[config.mk]
export PLATFORM = sky130hd
export DESIGN_NAME = weighted_radial_distance_flat
export DESIGN_NICKNAME = d
export VERILOG_FILES = /design/src/hw/rtl/wrd_pkg.sv /design/src/hw/rtl/wrd_if.sv /design/src/hw/rtl/weighted_radial_distance.sv /design/src/hw/rtl/wrd_datapath.sv /design/src/hw/rtl/wrd_ctrl.sv /design/src/flat_wrapper.sv
export SDC_FILE = /design/constraint.sdc
export NUM_CORES = 2
export LEC_CHECK = 0
export BUFFER_PORTS_ARGS = -buffer_cell sky130_fd_sc_hd__buf_2
export CELL_PAD_IN_SITES_DETAIL_PLACEMENT = 0
export CELL_PAD_IN_SITES_GLOBAL_PLACEMENT = 1
export CORE_MARGIN = 2
export CORE_UTILIZATION = 45
export DETAILED_ROUTE_END_ITERATION = 7
export HOLD_SLACK_MARGIN = 0.15
export PLACE_DENSITY_LB_ADDON = 0.1
export SLEW_MARGIN = 25
export SYNTH_ARGS = -nofsm -noshare
export SYNTH_HDL_FRONTEND = slang
export SYNTH_SLANG_ARGS = --single-unit
[constraint.sdc]
create_clock -name clk -period 16.9 [get_ports clk]
set_input_delay 3.38 -clock clk [delete_from_list [all_inputs] [get_ports clk]]
set_output_delay 3.38 -clock clk [all_outputs]
set_load 0.02 [all_outputs]
[src/hw/rtl/wrd_pkg.sv]
`default_nettype none
// ----------------------------------------------------------------------------
// wrd_pkg: shared types and constants
// Widths, controller states and command/status structures for the weighted
// radial distance block.
// ----------------------------------------------------------------------------
package wrd_pkg;

  localparam int CoordBits  = 12;
  localparam int GrayBits   = 16;
  localparam int CenterBits = 16;
  localparam int ThrBits    = 16;
  localparam int SumBits    = 56;
  localparam int TotalBits  = 32;
  localparam int CorrBits   = 21;
  // Squared distance in Q.8 needs at most 35 bits; root is 18 bits.
  localparam int SqBits     = 36;
  localparam int RootBits   = SqBits / 2;
  localparam int ProdBits   = RootBits + GrayBits;
  localparam int DivBits    = SumBits + 4;

  typedef enum logic [2:0] {
    ST_IDLE,
    ST_SQRT,
    ST_ACC,
    ST_DIV,
    ST_OUT
  } state_t;

  typedef struct packed {
    logic load;      // capture the pixel and start the root
    logic acc;       // accumulate product and weight
    logic div_start; // load the divider
    logic clear;     // end of run: load the result, reset accumulators
  } cmd_t;

  typedef struct packed {
    logic sqrt_done;
    logic div_done;
  } stat_t;

endpackage
`default_nettype wire

[src/hw/rtl/wrd_if.sv]
`default_nettype none
// ----------------------------------------------------------------------------
// wrd_in_if / wrd_out_if / wrd_cfg_if: channel interfaces
// Valid/ready channels carrying pixels, results and the threshold.
// ----------------------------------------------------------------------------
interface wrd_in_if;
  logic                             valid;
  logic                             ready;
  logic [wrd_pkg::CoordBits-1:0]    pixel_x;
  logic [wrd_pkg::CoordBits-1:0]    pixel_y;
  logic [wrd_pkg::GrayBits-1:0]     gray;
  logic [wrd_pkg::CenterBits-1:0]   center_x;
  logic [wrd_pkg::CenterBits-1:0]   center_y;
  logic                             last;
  modport source (output valid, pixel_x, pixel_y, gray, center_x, center_y, last,
                  input ready);
  modport sink (input valid, pixel_x, pixel_y, gray, center_x, center_y, last,
                output ready);
endinterface

interface wrd_out_if;
  logic                           valid;
  logic                           ready;
  logic [wrd_pkg::CorrBits-1:0]   correlation;
  logic                           empty_res;
  modport source (output valid, correlation, empty_res, input ready);
  modport sink (input valid, correlation, empty_res, output ready);
endinterface

interface wrd_cfg_if;
  logic                          valid;
  logic                          ready;
  logic [wrd_pkg::ThrBits-1:0]   data;
  modport source (output valid, data, input ready);
  modport sink (input valid, data, output ready);
endinterface
`default_nettype wire

[src/hw/rtl/weighted_radial_distance.sv]
`default_nettype none
// ----------------------------------------------------------------------------
// weighted_radial_distance: weighted mean radial distance of an object
// Per pixel: accept, root, accumulate; the next pixel is taken only after that.
// Last pixel: the divider runs, then the result register loads and out_valid rises.
// A waiting result stalls the input only once a second result is ready behind it.
// Reset (rst_n low, synchronous) clears threshold, accumulators and run state.
// ----------------------------------------------------------------------------
module weighted_radial_distance (
  input wire logic clk,
  input wire logic rst_n,
  wrd_in_if.sink   in_ch,
  wrd_out_if.source out_ch,
  wrd_cfg_if.sink  cfg_ch
);

  wrd_pkg::cmd_t  cmd;
  wrd_pkg::stat_t stat;
  logic [wrd_pkg::ThrBits-1:0] thr_r;

  assign cfg_ch.ready = 1'b1;
  always_ff @(posedge clk) begin
    if (!rst_n) begin
      thr_r <= '0;
    end else if (cfg_ch.valid) begin
      thr_r <= cfg_ch.data;
    end
  end

  wrd_ctrl u_ctrl (
    .clk       (clk),
    .rst_n     (rst_n),
    .in_valid  (in_ch.valid),
    .in_ready  (in_ch.ready),
    .in_last   (in_ch.last),
    .out_valid (out_ch.valid),
    .out_ready (out_ch.ready),
    .cmd       (cmd),
    .stat      (stat)
  );

  wrd_datapath u_dp (
    .clk         (clk),
    .rst_n       (rst_n),
    .cmd         (cmd),
    .stat        (stat),
    .pixel_x     (in_ch.pixel_x),
    .pixel_y     (in_ch.pixel_y),
    .gray        (in_ch.gray),
    .center_x    (in_ch.center_x),
    .center_y    (in_ch.center_y),
    .threshold   (thr_r),
    .correlation (out_ch.correlation),
    .empty_res   (out_ch.empty_res)
  );

endmodule
`default_nettype wire

[src/hw/rtl/wrd_datapath.sv]
`default_nettype none
// ----------------------------------------------------------------------------
// wrd_datapath: arithmetic of the weighted radial distance block
// Bit-serial square root (one result bit per cycle), multiply-accumulate with
// saturation, a restoring divider (one quotient bit per cycle) and the result
// register.
// ----------------------------------------------------------------------------
module wrd_datapath (
  input  wire logic                           clk,
  input  wire logic                           rst_n,
  input  wire wrd_pkg::cmd_t                  cmd,
  output wrd_pkg::stat_t                      stat,
  input  wire logic [wrd_pkg::CoordBits-1:0]  pixel_x,
  input  wire logic [wrd_pkg::CoordBits-1:0]  pixel_y,
  input  wire logic [wrd_pkg::GrayBits-1:0]   gray,
  input  wire logic [wrd_pkg::CenterBits-1:0] center_x,
  input  wire logic [wrd_pkg::CenterBits-1:0] center_y,
  input  wire logic [wrd_pkg::ThrBits-1:0]    threshold,
  output logic [wrd_pkg::CorrBits-1:0]        correlation,
  output logic                                empty_res
);

  localparam int SqBits   = wrd_pkg::SqBits;
  localparam int RootBits = wrd_pkg::RootBits;
  localparam int DivBits  = wrd_pkg::DivBits;
  localparam int TotBits  = wrd_pkg::TotalBits;
  localparam int SumBits  = wrd_pkg::SumBits;
  localparam int CntBits  = $clog2(DivBits + 1);
  localparam logic [SumBits-1:0] SumMax = '1;
  localparam logic [TotBits-1:0] TotMax = '1;

  logic                          inside_r, inside_nxt;
  logic [wrd_pkg::CenterBits-1:0] hcx_r, hcy_r;
  logic [SumBits-1:0]            sum_r, sum_nxt;
  logic [TotBits-1:0]            tot_r, tot_nxt;
  logic [wrd_pkg::GrayBits-1:0]  w_r;
  logic [SqBits-1:0]             rem_r;
  logic [RootBits-1:0]           root_r;
  logic [CntBits-1:0]            cnt_r;
  logic [DivBits-1:0]            num_r;
  logic [TotBits:0]              drem_r;
  logic [DivBits-1:0]            quo_r;
  logic [wrd_pkg::CorrBits-1:0]  corr_r, corr_nxt;
  logic                          empty_r, empty_nxt;

  // Squared distance of the pixel to the centre in use.
  logic [wrd_pkg::CenterBits-1:0] cx, cy;
  logic [16:0] px4, py4, dx, dy;
  logic [33:0] dx2, dy2;
  logic [SqBits-1:0] sq;
  logic [16:0] wd;

  always_comb begin
    cx  = inside_r ? hcx_r : center_x;
    cy  = inside_r ? hcy_r : center_y;
    px4 = {1'b0, pixel_x, 4'b0};
    py4 = {1'b0, pixel_y, 4'b0};
    dx  = (px4 >= {1'b0, cx}) ? px4 - {1'b0, cx} : {1'b0, cx} - px4;
    dy  = (py4 >= {1'b0, cy}) ? py4 - {1'b0, cy} : {1'b0, cy} - py4;
    dx2 = dx * dx;
    dy2 = dy * dy;
    sq  = {2'b0, dx2} + {2'b0, dy2};
    wd  = {1'b0, gray} - {1'b0, threshold};
  end

  // Digit-by-digit root: one bit per cycle, MSB first.
  logic [RootBits+1:0] trial;
  always_comb begin
    trial = {root_r, 2'b01};
  end

  // Root remainder window: bits of the radicand enter two at a time.
  logic [RootBits+1:0] rwin;
  logic [SqBits-1:0]   rad_r;
  logic                sqrt_busy_r, div_busy_r;
  always_comb begin
    rwin = {rem_r[RootBits-1:0], rad_r[SqBits-1 -: 2]};
  end

  logic [wrd_pkg::ProdBits-1:0] prod_w;
  logic [SumBits-1:0]           prod;
  always_comb begin
    prod_w  = root_r * w_r;
    prod    = SumBits'(prod_w);
    sum_nxt = (prod > SumMax - sum_r) ? SumMax : sum_r + prod;
    tot_nxt = (TotBits'(w_r) > TotMax - tot_r) ? TotMax : tot_r + TotBits'(w_r);
    inside_nxt = inside_r;
    if (cmd.load) inside_nxt = 1'b1;
    if (cmd.clear) inside_nxt = 1'b0;
  end

  logic [TotBits:0] dtry;
  always_comb begin
    dtry = {drem_r[TotBits-1:0], num_r[DivBits-1]};
  end

  assign stat.sqrt_done = sqrt_busy_r && (cnt_r == '0);
  assign stat.div_done  = div_busy_r && (cnt_r == '0);

  // Saturated quotient, or the empty flag when no weight was seen.
  always_comb begin
    empty_nxt = (tot_r == '0);
    if (empty_nxt) begin
      corr_nxt = '0;
    end else if (quo_r[DivBits-1:wrd_pkg::CorrBits] != '0) begin
      corr_nxt = '1;
    end else begin
      corr_nxt = quo_r[wrd_pkg::CorrBits-1:0];
    end
  end

  always_ff @(posedge clk) begin
    if (!rst_n) begin
      inside_r    <= 1'b0;
      sum_r       <= '0;
      tot_r       <= '0;
      hcx_r       <= '0;
      hcy_r       <= '0;
      cnt_r       <= '0;
      sqrt_busy_r <= 1'b0;
      div_busy_r  <= 1'b0;
      corr_r      <= '0;
      empty_r     <= 1'b0;
    end else begin
      inside_r <= inside_nxt;
      if (cmd.load) begin
        if (!inside_r) begin
          hcx_r <= center_x;
          hcy_r <= center_y;
        end
        w_r         <= wd[16] ? '0 : wd[15:0];
        rad_r       <= sq;
        rem_r       <= '0;
        root_r      <= '0;
        cnt_r       <= CntBits'(RootBits);
        sqrt_busy_r <= 1'b1;
      end else if (sqrt_busy_r && cnt_r != '0) begin
        rad_r <= rad_r << 2;
        cnt_r <= cnt_r - 1'b1;
        if (rwin >= trial) begin
          rem_r  <= SqBits'(rwin - trial);
          root_r <= {root_r[RootBits-2:0], 1'b1};
        end else begin
          rem_r  <= SqBits'(rwin);
          root_r <= {root_r[RootBits-2:0], 1'b0};
        end
      end else if (sqrt_busy_r) begin
        sqrt_busy_r <= 1'b0;
      end
      if (cmd.acc) begin
        sum_r <= sum_nxt;
        tot_r <= tot_nxt;
      end
      // The last pixel is accumulated in the same cycle, so its sum is taken.
      if (cmd.div_start) begin
        num_r      <= {sum_nxt, 4'b0};
        drem_r     <= '0;
        quo_r      <= '0;
        cnt_r      <= CntBits'(DivBits);
        div_busy_r <= 1'b1;
      end else if (div_busy_r && cnt_r != '0) begin
        num_r <= num_r << 1;
        cnt_r <= cnt_r - 1'b1;
        if (dtry >= {1'b0, tot_r}) begin
          drem_r <= dtry - {1'b0, tot_r};
          quo_r  <= {quo_r[DivBits-2:0], 1'b1};
        end else begin
          drem_r <= dtry;
          quo_r  <= {quo_r[DivBits-2:0], 1'b0};
        end
      end else if (div_busy_r) begin
        div_busy_r <= 1'b0;
      end
      if (cmd.clear) begin
        sum_r   <= '0;
        tot_r   <= '0;
        corr_r  <= corr_nxt;
        empty_r <= empty_nxt;
      end
    end
  end

  assign correlation = corr_r;
  assign empty_res   = empty_r;

`ifndef SYNTHESIS
  a_busy_excl: assert property (@(posedge clk) disable iff (!rst_n)
    !(sqrt_busy_r && div_busy_r)) else $error("root and divider both busy");
  a_tot_sat: assert property (@(posedge clk) disable iff (!rst_n)
    cmd.acc && !cmd.clear && $past(rst_n) |=> tot_r >= $past(tot_r))
    else $error("weight total decreased during accumulation");
  a_clear: assert property (@(posedge clk) disable iff (!rst_n)
    cmd.clear |=> !inside_r && tot_r == '0) else $error("run not cleared");
`endif

endmodule
`default_nettype wire

[src/hw/rtl/wrd_ctrl.sv]
`default_nettype none
// ----------------------------------------------------------------------------
// wrd_ctrl: sequencing controller
// Accepts a pixel, waits for the root, accumulates, and on the last pixel
// runs the divider and loads the result register once it is free.
// ----------------------------------------------------------------------------
module wrd_ctrl (
  input  wire logic           clk,
  input  wire logic           rst_n,
  input  wire logic           in_valid,
  output logic                in_ready,
  input  wire logic           in_last,
  output logic                out_valid,
  input  wire logic           out_ready,
  output wrd_pkg::cmd_t       cmd,
  input  wire wrd_pkg::stat_t stat
);

  wrd_pkg::state_t state_r, state_nxt;
  logic            last_r, last_nxt;
  logic            ovalid_r, ovalid_nxt;

  always_ff @(posedge clk) begin
    if (!rst_n) begin
      state_r  <= wrd_pkg::ST_IDLE;
      last_r   <= 1'b0;
      ovalid_r <= 1'b0;
    end else begin
      state_r  <= state_nxt;
      last_r   <= last_nxt;
      ovalid_r <= ovalid_nxt;
    end
  end

  assign out_valid = ovalid_r;

  always_comb begin
    state_nxt  = state_r;
    last_nxt   = last_r;
    ovalid_nxt = ovalid_r;
    cmd        = '0;
    in_ready   = 1'b0;
    unique case (state_r)
      wrd_pkg::ST_IDLE: begin
        in_ready = 1'b1;
        if (in_valid) begin
          cmd.load  = 1'b1;
          last_nxt  = in_last;
          state_nxt = wrd_pkg::ST_SQRT;
        end
      end
      wrd_pkg::ST_SQRT: begin
        if (stat.sqrt_done) state_nxt = wrd_pkg::ST_ACC;
      end
      wrd_pkg::ST_ACC: begin
        cmd.acc   = 1'b1;
        state_nxt = last_r ? wrd_pkg::ST_DIV : wrd_pkg::ST_IDLE;
      end
      wrd_pkg::ST_DIV: begin
        // Divider starts on entry; wait for its done.
        if (stat.div_done) state_nxt = wrd_pkg::ST_OUT;
      end
      wrd_pkg::ST_OUT: begin
        // The result register takes the new result once the old one is gone.
        if (!ovalid_r || out_ready) begin
          cmd.clear = 1'b1;
          state_nxt = wrd_pkg::ST_IDLE;
        end
      end
      default: state_nxt = wrd_pkg::ST_IDLE;
    endcase
    if (state_r == wrd_pkg::ST_ACC && last_r) cmd.div_start = 1'b1;
    if (ovalid_r && out_ready) ovalid_nxt = 1'b0;
    if (cmd.clear) ovalid_nxt = 1'b1;
  end

`ifndef SYNTHESIS
  a_no_overwrite: assert property (@(posedge clk) disable iff (!rst_n)
    cmd.clear |-> (!out_valid || out_ready)) else $error("waiting result overwritten");
  a_out_hold: assert property (@(posedge clk) disable iff (!rst_n)
    out_valid && !out_ready |=> out_valid) else $error("result withdrawn");
  a_div_last: assert property (@(posedge clk) disable iff (!rst_n)
    cmd.div_start |-> last_r) else $error("divider started mid-run");
`endif

endmodule
`default_nettype wire
[src/flat_wrapper.sv]
// flat-port wrapper written by rule: the top's interface ports become plain ports
module weighted_radial_distance_flat 
  (clk, rst_n, in_ch_valid, in_ch_pixel_x, in_ch_pixel_y, in_ch_gray, in_ch_center_x, in_ch_center_y, in_ch_last, in_ch_ready, out_ch_valid, out_ch_correlation, out_ch_empty_res, out_ch_ready, cfg_ch_valid, cfg_ch_data, cfg_ch_ready);
  wrd_in_if in_ch_i ();
  wrd_out_if out_ch_i ();
  wrd_cfg_if cfg_ch_i ();
  input wire logic clk;
  input wire logic rst_n;
  input wire logic [$bits(in_ch_i.valid)-1:0] in_ch_valid;
  input wire logic [$bits(in_ch_i.pixel_x)-1:0] in_ch_pixel_x;
  input wire logic [$bits(in_ch_i.pixel_y)-1:0] in_ch_pixel_y;
  input wire logic [$bits(in_ch_i.gray)-1:0] in_ch_gray;
  input wire logic [$bits(in_ch_i.center_x)-1:0] in_ch_center_x;
  input wire logic [$bits(in_ch_i.center_y)-1:0] in_ch_center_y;
  input wire logic [$bits(in_ch_i.last)-1:0] in_ch_last;
  output wire logic [$bits(in_ch_i.ready)-1:0] in_ch_ready;
  output wire logic [$bits(out_ch_i.valid)-1:0] out_ch_valid;
  output wire logic [$bits(out_ch_i.correlation)-1:0] out_ch_correlation;
  output wire logic [$bits(out_ch_i.empty_res)-1:0] out_ch_empty_res;
  input wire logic [$bits(out_ch_i.ready)-1:0] out_ch_ready;
  input wire logic [$bits(cfg_ch_i.valid)-1:0] cfg_ch_valid;
  input wire logic [$bits(cfg_ch_i.data)-1:0] cfg_ch_data;
  output wire logic [$bits(cfg_ch_i.ready)-1:0] cfg_ch_ready;
  assign in_ch_i.valid = in_ch_valid;
  assign in_ch_i.pixel_x = in_ch_pixel_x;
  assign in_ch_i.pixel_y = in_ch_pixel_y;
  assign in_ch_i.gray = in_ch_gray;
  assign in_ch_i.center_x = in_ch_center_x;
  assign in_ch_i.center_y = in_ch_center_y;
  assign in_ch_i.last = in_ch_last;
  assign in_ch_ready = in_ch_i.ready;
  assign out_ch_valid = out_ch_i.valid;
  assign out_ch_correlation = out_ch_i.correlation;
  assign out_ch_empty_res = out_ch_i.empty_res;
  assign out_ch_i.ready = out_ch_ready;
  assign cfg_ch_i.valid = cfg_ch_valid;
  assign cfg_ch_i.data = cfg_ch_data;
  assign cfg_ch_ready = cfg_ch_i.ready;
  weighted_radial_distance u_core (.clk(clk), .rst_n(rst_n), .in_ch(in_ch_i), .out_ch(out_ch_i), .cfg_ch(cfg_ch_i));
endmodule
=== After elaboration in Yosys (flattened, before gate mapping) ===
Index checks and enable logic that the tools add are counted.

* Latch bits: 0
* Output and inout bits: 25
* Memory bits (read-only): 0
* Memory bits (writable): 0
* Memories: 0
* Word-level logic and storage cells: 124
* Flip-flop bits (word level): 411

* Bitwise logic cells: 1
* Div/mod/pow operators: 0
* Equality and inequality tests: 10
* Order comparisons: 6
* Reduce and logical (&&, ||, !) cells: 25
* $mul: 3
* Shift operators: 0
* $add $sub $neg: 13
* Multiplexer cells: 43

{| class="wikitable"
|+ Operator list
! operator !! number
|-
| $mux 60 || 3
|-
| $mux 32 || 3
|-
| $sub 16x16->17 || 5
|-
| $mux 36 || 2
|-
| $mul 17x17->34 || 2
|-
| $add 56x34->56 || 1
|-
| $gt 34x56->1 || 1
|-
| $mux 56 || 1
|-
| $sub 56x56->56 const A || 1
|-
| $mux 18 || 3
|-
| $mux 21 || 2
|-
| $reduce_bool 39->1 || 1
|-
| $add 34x34->35 || 1
|-
| $mul 18x16->34 || 1
|-
| $mux 17 || 2
|-
| $ge 33x32->1 || 1
|-
| $add 32x16->32 || 1
|-
| $ge 16x16->1 || 2
|-
| $gt 16x32->1 || 1
|-
| $logic_not 32->1 || 1
|-
| $mux 16 || 2
|-
| $sub 32x32->32 || 1
|-
| $sub 32x32->32 const A || 1
|-
| $mux 6 || 4
|-
| 25 further kinds || 58
|}

=== Depth between registers and ports, before layout ===
* Depth after elaboration: 6
* Gate-level depth with buffers: 47
* Depth with buffers taken out: 41

=== Hierarchy ===
From an unflattened synthesis, not the netlist that was laid out.

* Cell total of the unflattened synthesis: 5661
* Area, all modules: 51363.0 µm²

{| class="wikitable"
|+ Modules (own cells, without submodules)
! module !! cells an instance !! times used !! area each (µm²)
|-
| wrd_datapath || 5575 || 1 || 50438.4
|-
| weighted_radial_distance || 53 || 1 || 626.9
|-
| wrd_ctrl || 33 || 1 || 297.8
|}

=== Worst setup path before layout ===
No wires, ideal clock.

* Path type: in2reg
* Start: in in_ch_center_y[5]
* End: reg u_core.u_dp.rad_r[34] (data pin)
* Library setup time: 0.271 ns
* Data required time: 16.629 ns
* Cell stages on the path: 36
* Slack: 3.678 ns
* Data arrival time: 12.952 ns
* Cells stage by stage: mux2i_1 > inv_1 > ha_1 > or3b_2 > o221ai_2 > o21ai_2 > o2111a_1 > nor2_1 > mux2_2 > or4_1 > o221a_2 > buf_6 > and2_1 > fa_1 > inv_1 > fa_1 > inv_1 > fa_1 > fa_1 > fa_1 > fa_1 > fa_1 > inv_1 > fa_1 > inv_1 > ha_1 > a21oi_1 > o21a_1 > o21ai_0 > a221o_1 > nor2_1 > o22ai_1 > o41a_1 > a211oi_1 > xnor2_1 > a21oi_1

* Word-level cells in the longest chain between the ends: 6
* Elaborated cells between the ends (all ways): 8
* Those cells by class: add/sub (3); mul (1); order compare (1); mux (3)

{| class="wikitable"
|+ Ends and longest elaborated chain
! element !! line !! text
|-
| start, declared || flat_wrapper.sv:14 || <nowiki>input wire logic [$bits(in_ch_i.center_y)-1:0] in_ch_center_y;</nowiki>
|-
| $mux 16 (*) || n/a ||
|-
| net u_core.u_dp.cy, one bit || wrd_datapath.sv:47 || <nowiki>logic [wrd_pkg::CenterBits-1:0] cx, cy;</nowiki>
|-
| $sub 16x16->17 / $ge 16x16->1 (equally long branches) || wrd_datapath.sv:59 || <nowiki>dy = (py4 >= {1'b0, cy}) ? py4 - {1'b0, cy} : {1'b0, cy} - py4;</nowiki>
|-
| $mux 17 (*) || wrd_datapath.sv:59 ||
|-
| $mul 17x17->34 (*) || wrd_datapath.sv:61 || <nowiki>dy2 = dy * dy;</nowiki>
|-
| $add 34x34->35 (*) || wrd_datapath.sv:62 || <nowiki>sq = {2'b0, dx2} + {2'b0, dy2};</nowiki>
|-
| $mux 36 (*) || wrd_datapath.sv:126 || <nowiki>if (cmd.load) begin</nowiki>
|-
| end signal, assigned || wrd_datapath.sv:132 || <nowiki>rad_r <= sq;</nowiki>
|-
| end signal, assigned || wrd_datapath.sv:138 || <nowiki>rad_r <= rad_r << 2;</nowiki>
|-
| end, declared || wrd_datapath.sv:74 || <nowiki>logic [SqBits-1:0] rad_r;</nowiki>
|}

Mark *: on every way through the listed nets, which the timed path passes. The rest lies on a longest branch.
A chain may end at the register's enable or synchronous reset.

=== Final worst setup path ===
* Start: in in_ch_center_y[5]
* End: reg u_core.u_dp.rad_r[33] (data pin)

The elaborated chain is that of the path after synthesis.

==> metrics <==
run status complete, no violations; layout cells sized above 1 0.0622; Core Region 0.113 mm²; Yosys cell types 90; Vias/cell 5.32; Final Skew 42.8 ps; via count 38700; RSZ-0062 raised after global routing no; row count approximately 120; Synth Net Count 6969; Die X about 340 µm; Slew HR 0.327; Max-Cap Viols 0; post-synthesis cell count 5721; required time of the critical path 17280 ps; CP Capture Type flip-flop; io pins 119; initial core utilization 0.455; vias in the first global route between 30000 and 40000; Period Utilization, post-route 0.844; Routed wire per std cell 19.5 µm; Num CTS Buffers 52; DR pass1 iterations 5; CP Max Fanout 13; clk root buf clkbuf_16; CTS Hold Bufs 0; EDFF count, synth 236; Area contributors post-synth fa_1 (26%), edfxtp_1 (14%), ha_1 (12%); actual slew at the worst max-slew pin 1010 ps; Final ANT Viol Nets 0; Warnings, synthesis 0; Startpoint Class primary input; register area approximately 0.011 mm²; largest net degree at the start of global routing 83; HPWL after DPL 111000 µm; gpl congestion 0.885; Peak Freq approximately 70 MHz; first-pass GRT wire length 225000 µm; Post-synth ARST share 0; IO Port Bufs ~120; Setup Total Neg Slack 0 ps; Final Max Tran Viols 0; crit path kind primary input to flip-flop; HP Class flip-flop to flip-flop; FF+latch count, synth 408; Synth Flop Type edfxtp_1; max incr delay on CP 750 ps; die area 0.117 mm²; GR Overflow Total 0; fin crit period about 14000 ps; Synth area leader fa_1; die height 342 µm; commonest cells after routing, fill and taps aside inv_1 (1045), fa_1 (677), nand2_1 (579); most common cell after layout, fill and taps aside inv_1; # resized after CTS 0; WP data arrival between 10000 and 15000 ps; area share of the largest cell type after synthesis 0.264; H-tree depth 2; initial antenna violation count 7; Seq/Total Area, Yosys 0.205; Nets 6974; Clock Sinks 408; area grow syn2layout 7.74%; DRC 0; clock edge transition at the registers on the reported setup and hold paths 60 ps; Post-CTS Setup Inserts 0; Fillers 11000; CP max stage cell xnor2_1; synthesized area per cell around 9 µm²; Fin. Hold Viols 0; WL final 142000 µm; GR Util All Layers 0.246; clk_lat worst skew 670 ps; CTS tree done; most used cell, CP fa_1; clock buffer depth 3; Mapped Area 0.0514 mm²; count of final setup violators 0; starting DRC count in detailed routing about 2400; area taken by multi-input logic gates 0.0361 mm²
==> layout make-up <==
type,count,area share
multi-input combinational,4020,0.652
sequential,408,0.190
inverter,1056,0.0716
tap,1500,0.0339
clock buffer,72,0.0267
timing repair buffer,188,0.0203
clock inverter,26,0.00517
antenna,2,0.0000904
==> cell usage after synthesis, types with 56 or more instances <==
library cell	n
and2_1	164
clkbuf_1	209
nand2_1	582
a21o_1	111
a21oi_1	243
inv_1	1045
nor3_1	73
nor2b_1	56
ha_1	477
o21ai_0	208
xor2_1	78
o21a_1	73
xnor2_1	138
mux2i_1	93
fa_1	677
a211oi_1	56
nor2_1	462
edfxtp_1	236
dfxtp_1	172
==> layer usage <==
metal / global-route usage / vias to the layer above / share of wire
met2: 0.391 / 812 / 0.45
li1: - / 18500 / -
met3: 0.0379 / 150 / 0.057
met5: 0 / - / 0.000078
met1: 0.353 / 19200 / 0.47
met4: 0.0550 / 2 / 0.021
==> logic make-up (layout without fill, tap and decap cells) <==
kind of cell / Yosys count / count (layout) / share of synthesized area
simple gates: 1611 / 1611 / 0.144
buf+inv: 1293 / 1342 / 0.0955
fa+ha+maj: 1154 / 1154 / 0.380
compound gates: 932 / 932 / 0.118
flops: 408 / 408 / 0.205
xor+xnor: 218 / 218 / 0.0374
mux: 104 / 104 / 0.0206
other cells: 1 / 3 / 0.0000729
==> state kept, by name, indices dropped and copies added (netlist names), 18 cells and up <==
register and cells:
u_core.u_dp.drem_r 32, u_core.u_dp.num_r 56, u_core.u_dp.rad_r 36, u_core.u_dp.tot_r 32, u_core.u_dp.rem_r 18, u_core.u_dp.root_r 18
u_core.u_dp.sum_r 56, u_core.u_dp.quo_r 60, u_core.u_dp.correlation 21
==> worst max-delay path, delay by kind of cell <==
kind                       cells  cell delay (ps)
muxes                          2              470
AOI/OAI and AO/OA             11             2130
xor gates and xnor gates       2              930
adders and majority gates     10             4870
and+or+nand+nor                4             1930
buffers and inverters          6              940
==> worst paths after layout <==
kind	from	depth (start not counted)	to	slack (ps)
worst min-delay path	u_core.u_dp.correlation[10]	2	u_core.u_dp.correlation[10]	450
worst max-delay path	in_ch_center_y[5]	35	u_core.u_dp.rad_r[33]	2640
worst min register to register	u_core.u_dp.correlation[10]	2	u_core.u_dp.correlation[10]	450
worst max register to register	u_core.u_dp.inside_r	35	u_core.u_dp.rad_r[33]	4390
==> through the flow <==
stage | utilization | std cells | cell area [µm²] | worst slack (ps) | hold slack [ps]
CTS | 0.490 | 7270 | 55400 | 2510 | 454
finish | 0.490 | 7272 | 55400 | 2640 | 451
floorplan | - | 5721 | 51400 | 3680 | 452
detailed placement | 0.474 | 7172 | 53600 | 1850 | 440
global placement | 0.474 | 7172 | 53600 | 2080 | 433
global route | 0.490 | 7270 | 55400 | 1810 | 475
Power is not shown: default switching activity piles up to over one toggle a cycle in this logic, so the estimate is an artifact.
